<file path="config.mk">
export PLATFORM = sky130hd
export DESIGN_NAME = mlfq_ready_queue_scheduler_top_flat
export DESIGN_NICKNAME = d
export VERILOG_FILES = /design/src/sv/mlfq_pkg.sv /design/src/sv/mlfq_if.sv /design/src/sv/mlfq_ram.sv /design/src/sv/mlfq_ready_queue_scheduler_top.sv /design/src/flat_wrapper.sv
export VERILOG_INCLUDE_DIRS = /design/src /design/src/sv
export SDC_FILE = /design/constraint.sdc
export NUM_CORES = 2
export LEC_CHECK = 0
export BUFFER_PORTS_ARGS = -buffer_cell sky130_fd_sc_hd__buf_2
export CAP_MARGIN = 20
export CORE_MARGIN = 10
export CORE_UTILIZATION = 30
export CTS_CLUSTER_SIZE = 20
export DETAILED_ROUTE_END_ITERATION = 8
export PLACE_DENSITY = 0.44
export SETUP_SLACK_MARGIN = 0.3
export SLEW_MARGIN = 30
export SYNTH_ARGS = -nofsm -noshare
export SYNTH_HDL_FRONTEND = slang
export SYNTH_SLANG_ARGS = --single-unit
</file>
<file path="constraint.sdc">
create_clock -name clk -period 14.53 [get_ports clk]
set_input_delay 2.1795 -clock clk [delete_from_list [all_inputs] [get_ports clk]]
set_output_delay 2.1795 -clock clk [all_outputs]
set_load 0.01 [all_outputs]
</file>
<file path="src/sv/assert_macros.svh">
// Assertion macros shared by the scheduler RTL.
`ifndef ASSERT_MACROS_SVH
`define ASSERT_MACROS_SVH
`define ASSERT_IMPL(label, clk, rst_n, a, c) \
    label: assert property (@(posedge clk) disable iff (!rst_n) (a) |-> (c)) \
    else $error("assertion failed");
`define ASSERT_NEXT(label, clk, rst_n, a, c) \
    label: assert property (@(posedge clk) disable iff (!rst_n) (a) |=> (c)) \
    else $error("assertion failed");
`endif

</file>
<file path="src/sv/mlfq_pkg.sv">
// Package with types and constants of the ready-queue scheduler.
`default_nettype none
package mlfq_pkg;
    localparam int NUM_CPUS_DEF = 4;
    localparam int NUM_PRIORITIES_DEF = 8;
    localparam int MAX_THREADS_DEF = 256;
    localparam int LOAD_W = 12;
    localparam int COUNT_W = 9;
    localparam logic [1:0] CMD_PUSH = 2'd0;
    localparam logic [1:0] CMD_POP = 2'd1;
    localparam logic [1:0] CMD_EXCH = 2'd2;
    localparam logic CFG_BASE = 1'b0;
    localparam logic CFG_ACTIVE = 1'b1;

    typedef struct packed {
        logic [1:0]  cmd;
        logic [1:0]  cpu;
        logic [7:0]  thread_id;
        logic [2:0]  priority_req;
        logic [15:0] remaining_ticks;
        logic        fixed_priority;
        logic        to_front;
    } in_item_t;

    typedef struct packed {
        logic [2:0]  new_priority;
        logic        got_thread;
        logic [7:0]  thread_out;
        logic [2:0]  out_priority;
        logic [14:0] timeslice;
        logic        stolen;
        logic [1:0]  from_cpu;
    } out_item_t;

    typedef struct packed {
        logic [0:0] index;
        logic [7:0] data;
    } cfg_item_t;

    typedef enum logic [3:0] {
        ST_IDLE, ST_ENQ_RD, ST_ENQ_WR, ST_FIND, ST_STEAL, ST_DEQ_RD, ST_DEQ_WR, ST_OUT
    } state_t;
endpackage
`default_nettype wire

</file>
<file path="src/sv/mlfq_if.sv">
// Valid/ready channel interfaces of the scheduler.
`default_nettype none
interface mlfq_in_if;
    logic valid;
    logic ready;
    mlfq_pkg::in_item_t data;
    modport source (output valid, output data, input ready);
    modport sink (input valid, input data, output ready);
endinterface

interface mlfq_out_if;
    logic valid;
    logic ready;
    mlfq_pkg::out_item_t data;
    modport source (output valid, output data, input ready);
    modport sink (input valid, input data, output ready);
endinterface

interface mlfq_cfg_if;
    logic valid;
    logic ready;
    mlfq_pkg::cfg_item_t data;
    modport source (output valid, output data, input ready);
    modport sink (input valid, input data, output ready);
endinterface
`default_nettype wire

</file>
<file path="src/sv/mlfq_ram.sv">
// Synchronous single-port-write, registered-read memory.
`default_nettype none
module mlfq_ram #(
    parameter int DEPTH = 256,
    parameter int WIDTH = 8
) (
    input  wire logic                     clk,
    input  wire logic                     we,
    input  wire logic [$clog2(DEPTH)-1:0] waddr,
    input  wire logic [WIDTH-1:0]         wdata,
    input  wire logic [$clog2(DEPTH)-1:0] raddr,
    output logic      [WIDTH-1:0]         rdata
);
    logic [WIDTH-1:0] mem [DEPTH];

    always_ff @(posedge clk)
    begin
        if (we)
        begin
            mem[waddr] <= wdata;
        end
        rdata <= mem[raddr];
    end
endmodule
`default_nettype wire

</file>
<file path="src/sv/mlfq_ready_queue_scheduler_top.sv">
// Path to result: push via ENQ_RD, ENQ_WR; exchange then FIND, and DEQ_RD, DEQ_WR if found.
// Pop: FIND, when stealing STEAL and FIND, then DEQ_RD, DEQ_WR if found; unused command to OUT.
// Throughput: one transfer at a time; input is taken again the cycle after the result transfer.
// Lists live in a link memory and a head/tail memory, each with a registered read.
// Reset clears the nonempty bits, ready counts and loads, and sets base 4 and active 1, at once.
// No clearing pass follows reset.
`default_nettype none
`include "assert_macros.svh"
module mlfq_ready_queue_scheduler_top #(
    parameter int NUM_CPUS = mlfq_pkg::NUM_CPUS_DEF,
    parameter int NUM_PRIORITIES = mlfq_pkg::NUM_PRIORITIES_DEF,
    parameter int MAX_THREADS = mlfq_pkg::MAX_THREADS_DEF
) (
    input wire logic clk,
    input wire logic rst_n,
    mlfq_in_if.sink  in_ch,
    mlfq_out_if.source out_ch,
    mlfq_cfg_if.sink cfg_ch
);
    localparam int NQ = NUM_CPUS * NUM_PRIORITIES;
    localparam int CW = (NUM_CPUS > 1) ? $clog2(NUM_CPUS) : 1;
    localparam int PW = $clog2(NUM_PRIORITIES);
    localparam int TW = $clog2(MAX_THREADS);
    localparam int QW = (NQ > 1) ? $clog2(NQ) : 1;
    localparam int LW = mlfq_pkg::LOAD_W;
    localparam int NW = mlfq_pkg::COUNT_W;
    localparam logic [LW-1:0] LOAD_MAX = {LW{1'b1}};
    localparam logic [NW-1:0] COUNT_MAX = {NW{1'b1}};

    mlfq_pkg::state_t state_reg, state_next;
    mlfq_pkg::in_item_t it_reg;
    mlfq_pkg::out_item_t res_reg;
    logic [7:0] base_reg;
    logic [2:0] active_reg;
    logic [NQ-1:0] ne_reg;
    logic [NW-1:0] cnt_reg [NUM_CPUS];
    logic [LW-1:0] load_reg [NUM_CPUS];
    logic [CW-1:0] cpu_reg, src_reg;
    logic [PW-1:0] lvl_reg;
    logic [TW-1:0] tid_reg;
    logic [QW-1:0] q_reg;
    logic front_reg;

    // Head/tail memory: each word holds {head, tail}.
    logic ht_we;
    logic [QW-1:0] ht_waddr, ht_raddr;
    logic [2*TW-1:0] ht_wdata, ht_rdata;
    logic nl_we;
    logic [TW-1:0] nl_waddr, nl_raddr, nl_wdata, nl_rdata;

    mlfq_ram #(.DEPTH(NQ), .WIDTH(2*TW)) u_ht (
        .clk(clk), .we(ht_we), .waddr(ht_waddr), .wdata(ht_wdata),
        .raddr(ht_raddr), .rdata(ht_rdata));
    mlfq_ram #(.DEPTH(MAX_THREADS), .WIDTH(TW)) u_nl (
        .clk(clk), .we(nl_we), .waddr(nl_waddr), .wdata(nl_wdata),
        .raddr(nl_raddr), .rdata(nl_rdata));

    logic [TW-1:0] head_rd, tail_rd;
    assign head_rd = ht_rdata[2*TW-1:TW];
    assign tail_rd = ht_rdata[TW-1:0];

    // Input decode.
    logic [CW-1:0] in_cpu;
    logic [PW-1:0] in_prio, new_prio;
    logic [22:0] slice_in;
    logic signed [15:0] rem;
    logic [2:0] np_out;
    assign in_cpu = CW'(32'(in_ch.data.cpu) % NUM_CPUS);
    assign in_prio = (32'(in_ch.data.priority_req) >= NUM_PRIORITIES) ?
        PW'(NUM_PRIORITIES - 1) : PW'(in_ch.data.priority_req);
    assign rem = in_ch.data.remaining_ticks;
    assign slice_in = 23'(base_reg) << in_prio;

    always_comb
    begin
        if (in_ch.data.fixed_priority
            || (rem > 16'sd0 && 32'(rem) < 32'(slice_in >> 1)))
        begin
            new_prio = in_prio;
        end
        else if (rem < 16'sd1)
        begin
            new_prio = (32'(in_prio) < NUM_PRIORITIES - 1) ? in_prio + PW'(1) : in_prio;
        end
        else
        begin
            new_prio = (in_prio > PW'(1)) ? in_prio - PW'(1) : in_prio;
        end
    end

    assign np_out = (in_ch.data.cmd == mlfq_pkg::CMD_PUSH) ? 3'(new_prio) :
        ((in_ch.data.cmd == mlfq_pkg::CMD_EXCH) ?
         3'(in_ch.data.to_front ? in_prio : new_prio) : 3'd0);

    // Highest-priority nonempty level of the source CPU.
    logic [NUM_PRIORITIES-1:0] ne_row;
    logic found_lvl;
    logic [PW-1:0] first_lvl;
    always_comb
    begin
        for (int p = 0; p < NUM_PRIORITIES; p++)
        begin
            ne_row[p] = ne_reg[32'(src_reg) * NUM_PRIORITIES + p];
        end
        found_lvl = 1'b0;
        first_lvl = '0;
        for (int p = NUM_PRIORITIES - 1; p >= 0; p--)
        begin
            if (ne_row[p])
            begin
                found_lvl = 1'b1;
                first_lvl = PW'(p);
            end
        end
    end

    // Steal victim choice.
    logic victim_ok;
    logic [CW-1:0] victim;
    logic [LW-1:0] best;
    always_comb
    begin
        victim_ok = 1'b0;
        victim = '0;
        best = '0;
        for (int i = 0; i < NUM_CPUS; i++)
        begin
            if (CW'(i) != cpu_reg && cnt_reg[i] != '0 && load_reg[i] > best)
            begin
                best = load_reg[i];
                victim = CW'(i);
                victim_ok = 1'b1;
            end
        end
    end

    function automatic logic [LW-1:0] sat_add(input logic [LW-1:0] v,
                                              input logic signed [LW+1:0] d);
        logic signed [LW+2:0] s;
        begin
            s = $signed({3'b0, v}) + (LW+3)'(d);
            if (s < 0) sat_add = '0;
            else if (s > $signed({3'b0, LOAD_MAX})) sat_add = LOAD_MAX;
            else sat_add = s[LW-1:0];
        end
    endfunction

    logic [QW-1:0] q_in;
    assign q_in = QW'(32'(in_cpu) * NUM_PRIORITIES
        + ((in_ch.data.cmd == mlfq_pkg::CMD_EXCH && in_ch.data.to_front) ?
           32'(in_prio) : 32'(new_prio)));

    always_comb
    begin
        state_next = state_reg;
        case (state_reg)
            mlfq_pkg::ST_IDLE:
            begin
                if (in_ch.valid)
                begin
                    if (in_ch.data.cmd == mlfq_pkg::CMD_PUSH
                        || in_ch.data.cmd == mlfq_pkg::CMD_EXCH)
                    begin
                        state_next = mlfq_pkg::ST_ENQ_RD;
                    end
                    else if (in_ch.data.cmd == mlfq_pkg::CMD_POP)
                    begin
                        state_next = mlfq_pkg::ST_FIND;
                    end
                    else
                    begin
                        state_next = mlfq_pkg::ST_OUT;
                    end
                end
            end
            mlfq_pkg::ST_ENQ_RD: state_next = mlfq_pkg::ST_ENQ_WR;
            mlfq_pkg::ST_ENQ_WR:
                state_next = (it_reg.cmd == mlfq_pkg::CMD_EXCH) ?
                    mlfq_pkg::ST_FIND : mlfq_pkg::ST_OUT;
            mlfq_pkg::ST_FIND:
            begin
                if (found_lvl) state_next = mlfq_pkg::ST_DEQ_RD;
                else if (it_reg.cmd == mlfq_pkg::CMD_POP && active_reg >= 3'd2
                         && src_reg == cpu_reg && victim_ok)
                    state_next = mlfq_pkg::ST_STEAL;
                else state_next = mlfq_pkg::ST_OUT;
            end
            mlfq_pkg::ST_STEAL: state_next = mlfq_pkg::ST_FIND;
            mlfq_pkg::ST_DEQ_RD: state_next = mlfq_pkg::ST_DEQ_WR;
            mlfq_pkg::ST_DEQ_WR: state_next = mlfq_pkg::ST_OUT;
            mlfq_pkg::ST_OUT: if (out_ch.ready) state_next = mlfq_pkg::ST_IDLE;
            default: state_next = mlfq_pkg::ST_IDLE;
        endcase
    end

    // Memory port control.
    always_comb
    begin
        ht_we = 1'b0;
        ht_waddr = q_reg;
        ht_wdata = {tid_reg, tid_reg};
        ht_raddr = q_reg;
        nl_we = 1'b0;
        nl_waddr = tid_reg;
        nl_wdata = tid_reg;
        nl_raddr = head_rd;
        case (state_reg)
            mlfq_pkg::ST_ENQ_WR:
            begin
                ht_we = 1'b1;
                if (!ne_reg[q_reg])
                begin
                    ht_wdata = {tid_reg, tid_reg};
                end
                else if (front_reg)
                begin
                    ht_wdata = {tid_reg, tail_rd};
                    nl_we = 1'b1;
                    nl_waddr = tid_reg;
                    nl_wdata = head_rd;
                end
                else
                begin
                    ht_wdata = {head_rd, tid_reg};
                    nl_we = 1'b1;
                    nl_waddr = tail_rd;
                    nl_wdata = tid_reg;
                end
            end
            mlfq_pkg::ST_FIND:
            begin
                ht_raddr = QW'(32'(src_reg) * NUM_PRIORITIES + 32'(first_lvl));
            end
            mlfq_pkg::ST_DEQ_WR:
            begin
                ht_we = (head_rd != tail_rd);
                ht_wdata = {nl_rdata, tail_rd};
            end
            default:
            begin
                ht_we = 1'b0;
            end
        endcase
    end

    assign in_ch.ready = (state_reg == mlfq_pkg::ST_IDLE);
    assign out_ch.valid = (state_reg == mlfq_pkg::ST_OUT);
    assign out_ch.data = res_reg;
    assign cfg_ch.ready = 1'b1;

    always_ff @(posedge clk or negedge rst_n)
    begin
        if (!rst_n)
        begin
            state_reg <= mlfq_pkg::ST_IDLE;
            base_reg <= 8'd4;
            active_reg <= 3'd1;
            ne_reg <= '0;
            for (int i = 0; i < NUM_CPUS; i++)
            begin
                cnt_reg[i] <= '0;
                load_reg[i] <= '0;
            end
        end
        else
        begin
            state_reg <= state_next;
            if (cfg_ch.valid)
            begin
                if (cfg_ch.data.index == mlfq_pkg::CFG_BASE) base_reg <= cfg_ch.data.data;
                else active_reg <= cfg_ch.data.data[2:0];
            end
            case (state_reg)
                mlfq_pkg::ST_IDLE:
                begin
                    if (in_ch.valid)
                    begin
                        if (in_ch.data.cmd == mlfq_pkg::CMD_PUSH)
                        begin
                            load_reg[in_cpu] <= sat_add(load_reg[in_cpu],
                                (LW+2)'(NUM_PRIORITIES) - (LW+2)'(new_prio));
                        end
                        else if (in_ch.data.cmd == mlfq_pkg::CMD_EXCH && !in_ch.data.to_front)
                        begin
                            load_reg[in_cpu] <= sat_add(load_reg[in_cpu],
                                (LW+2)'(in_prio) - (LW+2)'(new_prio));
                        end
                        if ((in_ch.data.cmd == mlfq_pkg::CMD_PUSH
                             || in_ch.data.cmd == mlfq_pkg::CMD_EXCH)
                            && cnt_reg[in_cpu] != COUNT_MAX)
                        begin
                            cnt_reg[in_cpu] <= cnt_reg[in_cpu] + NW'(1);
                        end
                    end
                end
                mlfq_pkg::ST_ENQ_WR: ne_reg[q_reg] <= 1'b1;
                mlfq_pkg::ST_DEQ_WR:
                begin
                    if (head_rd == tail_rd) ne_reg[q_reg] <= 1'b0;
                    if (cnt_reg[src_reg] != '0) cnt_reg[src_reg] <= cnt_reg[src_reg] - NW'(1);
                    if (src_reg != cpu_reg)
                    begin
                        load_reg[src_reg] <= sat_add(load_reg[src_reg],
                            (LW+2)'(lvl_reg) - (LW+2)'(NUM_PRIORITIES));
                        load_reg[cpu_reg] <= sat_add(load_reg[cpu_reg],
                            (LW+2)'(NUM_PRIORITIES) - (LW+2)'(lvl_reg));
                    end
                end
                default:
                begin
                end
            endcase
        end
    end

    always_ff @(posedge clk)
    begin
        case (state_reg)
            mlfq_pkg::ST_IDLE:
            begin
                it_reg <= in_ch.data;
                cpu_reg <= in_cpu;
                src_reg <= in_cpu;
                tid_reg <= TW'(32'(in_ch.data.thread_id) % MAX_THREADS);
                front_reg <= (in_ch.data.cmd == mlfq_pkg::CMD_EXCH) && in_ch.data.to_front;
                q_reg <= q_in;
                res_reg <= {np_out, 30'd0};
            end
            mlfq_pkg::ST_FIND:
            begin
                q_reg <= QW'(32'(src_reg) * NUM_PRIORITIES + 32'(first_lvl));
                lvl_reg <= first_lvl;
            end
            mlfq_pkg::ST_STEAL: src_reg <= victim;
            mlfq_pkg::ST_DEQ_WR:
            begin
                res_reg <= {res_reg.new_priority, 1'b1, 8'(head_rd), 3'(lvl_reg),
                    15'(23'(base_reg) << lvl_reg), (src_reg != cpu_reg), 2'(src_reg)};
            end
            default:
            begin
            end
        endcase
    end

    `ASSERT_IMPL(a_in_idle, clk, rst_n, in_ch.ready, !out_ch.valid)
    `ASSERT_NEXT(a_out_hold, clk, rst_n, out_ch.valid && !out_ch.ready,
        out_ch.valid && $stable(out_ch.data))
    `ASSERT_IMPL(a_stolen_got, clk, rst_n, out_ch.valid && out_ch.data.stolen,
        out_ch.data.got_thread)
endmodule
`default_nettype wire

</file>
<file path="src/flat_wrapper.sv">
// flat-port wrapper written by rule: the top's interface ports become plain ports
module mlfq_ready_queue_scheduler_top_flat 
#(
    parameter int NUM_CPUS = mlfq_pkg::NUM_CPUS_DEF,
    parameter int NUM_PRIORITIES = mlfq_pkg::NUM_PRIORITIES_DEF,
    parameter int MAX_THREADS = mlfq_pkg::MAX_THREADS_DEF
)
  (clk, rst_n, in_ch_valid, in_ch_data, in_ch_ready, out_ch_valid, out_ch_data, out_ch_ready, cfg_ch_valid, cfg_ch_data, cfg_ch_ready);
  mlfq_in_if in_ch_i ();
  mlfq_out_if out_ch_i ();
  mlfq_cfg_if cfg_ch_i ();
  input wire logic clk;
  input wire logic rst_n;
  input wire logic [$bits(in_ch_i.valid)-1:0] in_ch_valid;
  input wire logic [$bits(in_ch_i.data)-1:0] in_ch_data;
  output wire logic [$bits(in_ch_i.ready)-1:0] in_ch_ready;
  output wire logic [$bits(out_ch_i.valid)-1:0] out_ch_valid;
  output wire logic [$bits(out_ch_i.data)-1:0] out_ch_data;
  input wire logic [$bits(out_ch_i.ready)-1:0] out_ch_ready;
  input wire logic [$bits(cfg_ch_i.valid)-1:0] cfg_ch_valid;
  input wire logic [$bits(cfg_ch_i.data)-1:0] cfg_ch_data;
  output wire logic [$bits(cfg_ch_i.ready)-1:0] cfg_ch_ready;
  assign in_ch_i.valid = in_ch_valid;
  assign in_ch_i.data = in_ch_data;
  assign in_ch_ready = in_ch_i.ready;
  assign out_ch_valid = out_ch_i.valid;
  assign out_ch_data = out_ch_i.data;
  assign out_ch_i.ready = out_ch_ready;
  assign cfg_ch_i.valid = cfg_ch_valid;
  assign cfg_ch_i.data = cfg_ch_data;
  assign cfg_ch_ready = cfg_ch_i.ready;
  mlfq_ready_queue_scheduler_top #(.NUM_CPUS(NUM_CPUS), .NUM_PRIORITIES(NUM_PRIORITIES), .MAX_THREADS(MAX_THREADS)) u_core (.clk(clk), .rst_n(rst_n), .in_ch(in_ch_i), .out_ch(out_ch_i), .cfg_ch(cfg_ch_i));
endmodule
</file>
==> flow_summary.json <==
{
  "vias": 60700,
  "path_delay_family": "simple AND/OR/NAND/NOR gates",
  "die_w_um": 640,
  "holdWs_ns": 0.515,
  "end_kind": "flop",
  "final-max-slew-violation-count": 0,
  "largest_reg_flops": 2048,
  "synth.avg_cell_area_um2": 18.5,
  "routed_via_density": 5.20,
  "place_ws_ns": 5.14,
  "finClkSkew_ns": 0.0468,
  "fin_total_pwr_mw": 27.1,
  "yosys-top-cells-area": "edfxtp_1, mux4_2, dfrtp_1",
  "tightest_slew_ns": 0.993,
  "fin_setup_tns_ns": 0,
  "cts_tree": "done",
  "clk_pin_slew_worst_paths_ns": 0.06,
  "start_util_pct": 30.2,
  "synth_edf_count": 2616,
  "power.density_mw_per_mm2": 205,
  "required_ns": 15.30,
  "grt_pass1_vias": 62300,
  "hold_path.class": "reg2reg",
  "peakVddDrop_mv": 0.222,
  "insertion_delay_ns": 0.90,
  "synth-seq-cells": 2769,
  "die_h_um": 640,
  "nets": 6518,
  "finalCritPeriodShare_pct": 58.8,
  "cts_inserted_buffers": 316,
  "cts.path.max_buffers": 4,
  "numClockSinks": 2769,
  "rsz0062_at_grt": "no",
  "layout_setup_ws_ns": 5.99,
  "path_class": "in2reg",
  "syn-num-nets": 6380,
  "htree_num_levels": 5,
  "hp-start": "u_core.active_reg[1]",
  "yosysTopAreaCell": "edfxtp_1",
  "postCtsHoldBufs": 0,
  "seq_area_frac_synth_pct": 71.3,
  "setup_viol": 0,
  "avgRoutedWirePerCell_um": 28.9,
  "fmax_mhz": 117,
  "overflow": 0,
  "coreArea_mm2": 0.383,
  "hold_viol": 0,
  "io_buffers": 81,
  "cp_num_buf_inv": 3,
  "cap_violations": 0,
  "antenna_found_initial": 16,
  "gr-usage-all-layers_pct": 16.1,
  "slew_headroom_pct": 33.6,
  "synth_top_flop_cell": "edfxtp_1",
  "cts_resized": 0,
  "startpoint": "in_ch_data[19]",
  "dpl.hpwl_um": 203000,
  "synth.distinct_cells": 92,
  "syn_to_final_growth_pct": 14.4,
  "cp_slowest_cell": "nand3_2",
  "critPathMaxStageDelay_ns": 0.57,
  "grt_max_degree": 122,
  "path_max_fanout": 32,
  "arrival_ns": 9.31,
  "drc_errors": 0,
  "synth_top_area_share_pct": 68.0,
  "synth.top_cells.by_count": "edfxtp_1, mux4_2, nor2_1",
  "syn_inst": 6244,
  "r2r-start": "u_core.cpu_reg[0]",
  "synth_area_mm2": 0.115,
  "fp.dieArea_mm2": 0.410,
  "first_pass_iters": 6,
  "top_level_ports": 83,
  "ys_warn_count": 0,
  "gp_congestion": 0.829,
  "root_buffer": "clkbuf_16",
  "period_needed_ns": 8.54,
  "wirelength_um": 338000,
  "outcome": "finished clean",
  "drtIter0Drc": 5438,
  "power.leakage_nw": 42.2,
  "utilization_pct": 34.5,
  "grt_pass1_wl_um": 484000,
  "fillers": 36000,
  "std_cell_rows": 227,
  "drive_gt1_share_pct": 24.0,
  "drtAntennaViolNets": 0,
  "cp-start-kind": "primary input",
  "synth.most_common_cell": "edfxtp_1",
  "postSynth.asyncResetShare_pct": 4.66,
  "post_cts_buffers": 0
}
-- through the flow --
step	instance area, um2	cells
4_1_cts	132000	11700
2_1_floorplan	115000	6244
3_3_place_gp	122000	11100
6_report	132000	11700
3_5_place_dp	122000	11100
5_1_grt	132000	11700
-- logic make-up after synthesis --
kind of cell               count (synthesis)  synth area share [%]
AOI/OAI and AO/OA                        739                  4.36
other                                      1               0.00325
buffers and inverters                    465                  1.70
and+or+nand+nor                         1214                  5.15
DFF                                     2769                  71.3
xor gates and xnor gates                  56                 0.425
adders and majority gates                 89                 0.997
muxes                                    911                  16.1
-- where the power goes --
| part | internal [mW] | total, mW | switching [mW] |
|---|---|---|---|
| registers | 9.43 | 9.91 | 0.477 |
| clock network | 4.44 | 7.67 | 3.23 |
| logic | 3.76 | 9.53 | 5.77 |
-- layout by cell type, fill, tap and decap left out, types with 14 or more instances in the layout --
| cell type | Yosys | routed |
|---|---|---|
| nor2_2 | 20 | 34 |
| o21ai_0 | 147 | 135 |
| xnor2_1 | 30 | 30 |
| a31oi_1 | 69 | 65 |
| nor3_1 | 44 | 42 |
| nand2b_1 | 17 | 17 |
| nor4_1 | 30 | 30 |
| clkinv_1 | 3 | 57 |
| a22oi_1 | 58 | 58 |
| a211oi_1 | 132 | 132 |
| clkbuf_1 | 250 | 95 |
| clkbuf_16 | 0 | 326 |
| bufinv_16 | 0 | 15 |
| nand2_1 | 259 | 257 |
| edfxtp_1 | 2616 | 2616 |
| a2bb2oi_1 | 15 | 15 |
| mux2i_1 | 108 | 108 |
| clkinv_2 | 0 | 38 |
| a21o_1 | 22 | 22 |
| a221oi_1 | 27 | 27 |
| dfrtp_1 | 128 | 127 |
| ha_1 | 84 | 84 |
| inv_1 | 57 | 56 |
| nand3_1 | 127 | 126 |
| mux4_2 | 750 | 750 |
| nand4_1 | 30 | 30 |
| nor2b_1 | 27 | 26 |
| xor2_1 | 26 | 26 |
| a21oi_1 | 96 | 95 |
| or2_2 | 27 | 27 |
| a21boi_0 | 33 | 32 |
| o22ai_1 | 36 | 36 |
| mux2_2 | 52 | 43 |
| dfxtp_1 | 24 | 18 |
| buf_4 | 10 | 116 |
| and3_1 | 155 | 154 |
| buf_2 | 66 | 80 |
| nor2_1 | 407 | 386 |
| a22o_1 | 14 | 14 |
-- cell type report --
cell class              instances  area (um2)  area share (%)
diodes                          9        22.5          0.0170
clock buffers                 431        8650            6.55
clock inverters               134        1130           0.854
inverters                      61         229           0.173
multi-input cells            3010       31700            24.0
flip-flops and latches       2769       82300            62.3
well taps                    5038        6300            4.77
repair buffers                224        1820            1.38
-- layer usage --
layer,part of all wire (%),GRT usage (%),vias to the layer above
met5,0,0,-
met4,2.6,4.15,0
met3,4.4,2.00,476
met2,48,26.3,1654
met1,45,22.8,32700
li1,-,-,25900
-- final timing paths --
path | end | slack (ns) | depth (start not counted)
worst max-delay path | u_core.load_reg[2] | 5.99 | 28
worst min-delay path | u_core.active_reg[1] | 0.52 | 1
worst max register to register | u_core.state_reg[0] | 6.83 | 28
worst min register to register | u_core.active_reg[1] | 0.52 | 1
max in group asynchronous | u_core.state_reg[2] | 11.86 | 2
min in group asynchronous | u_core.load_reg[17] | 1.33 | 1
No activity file was read; power rests on OpenSTA's default activity.
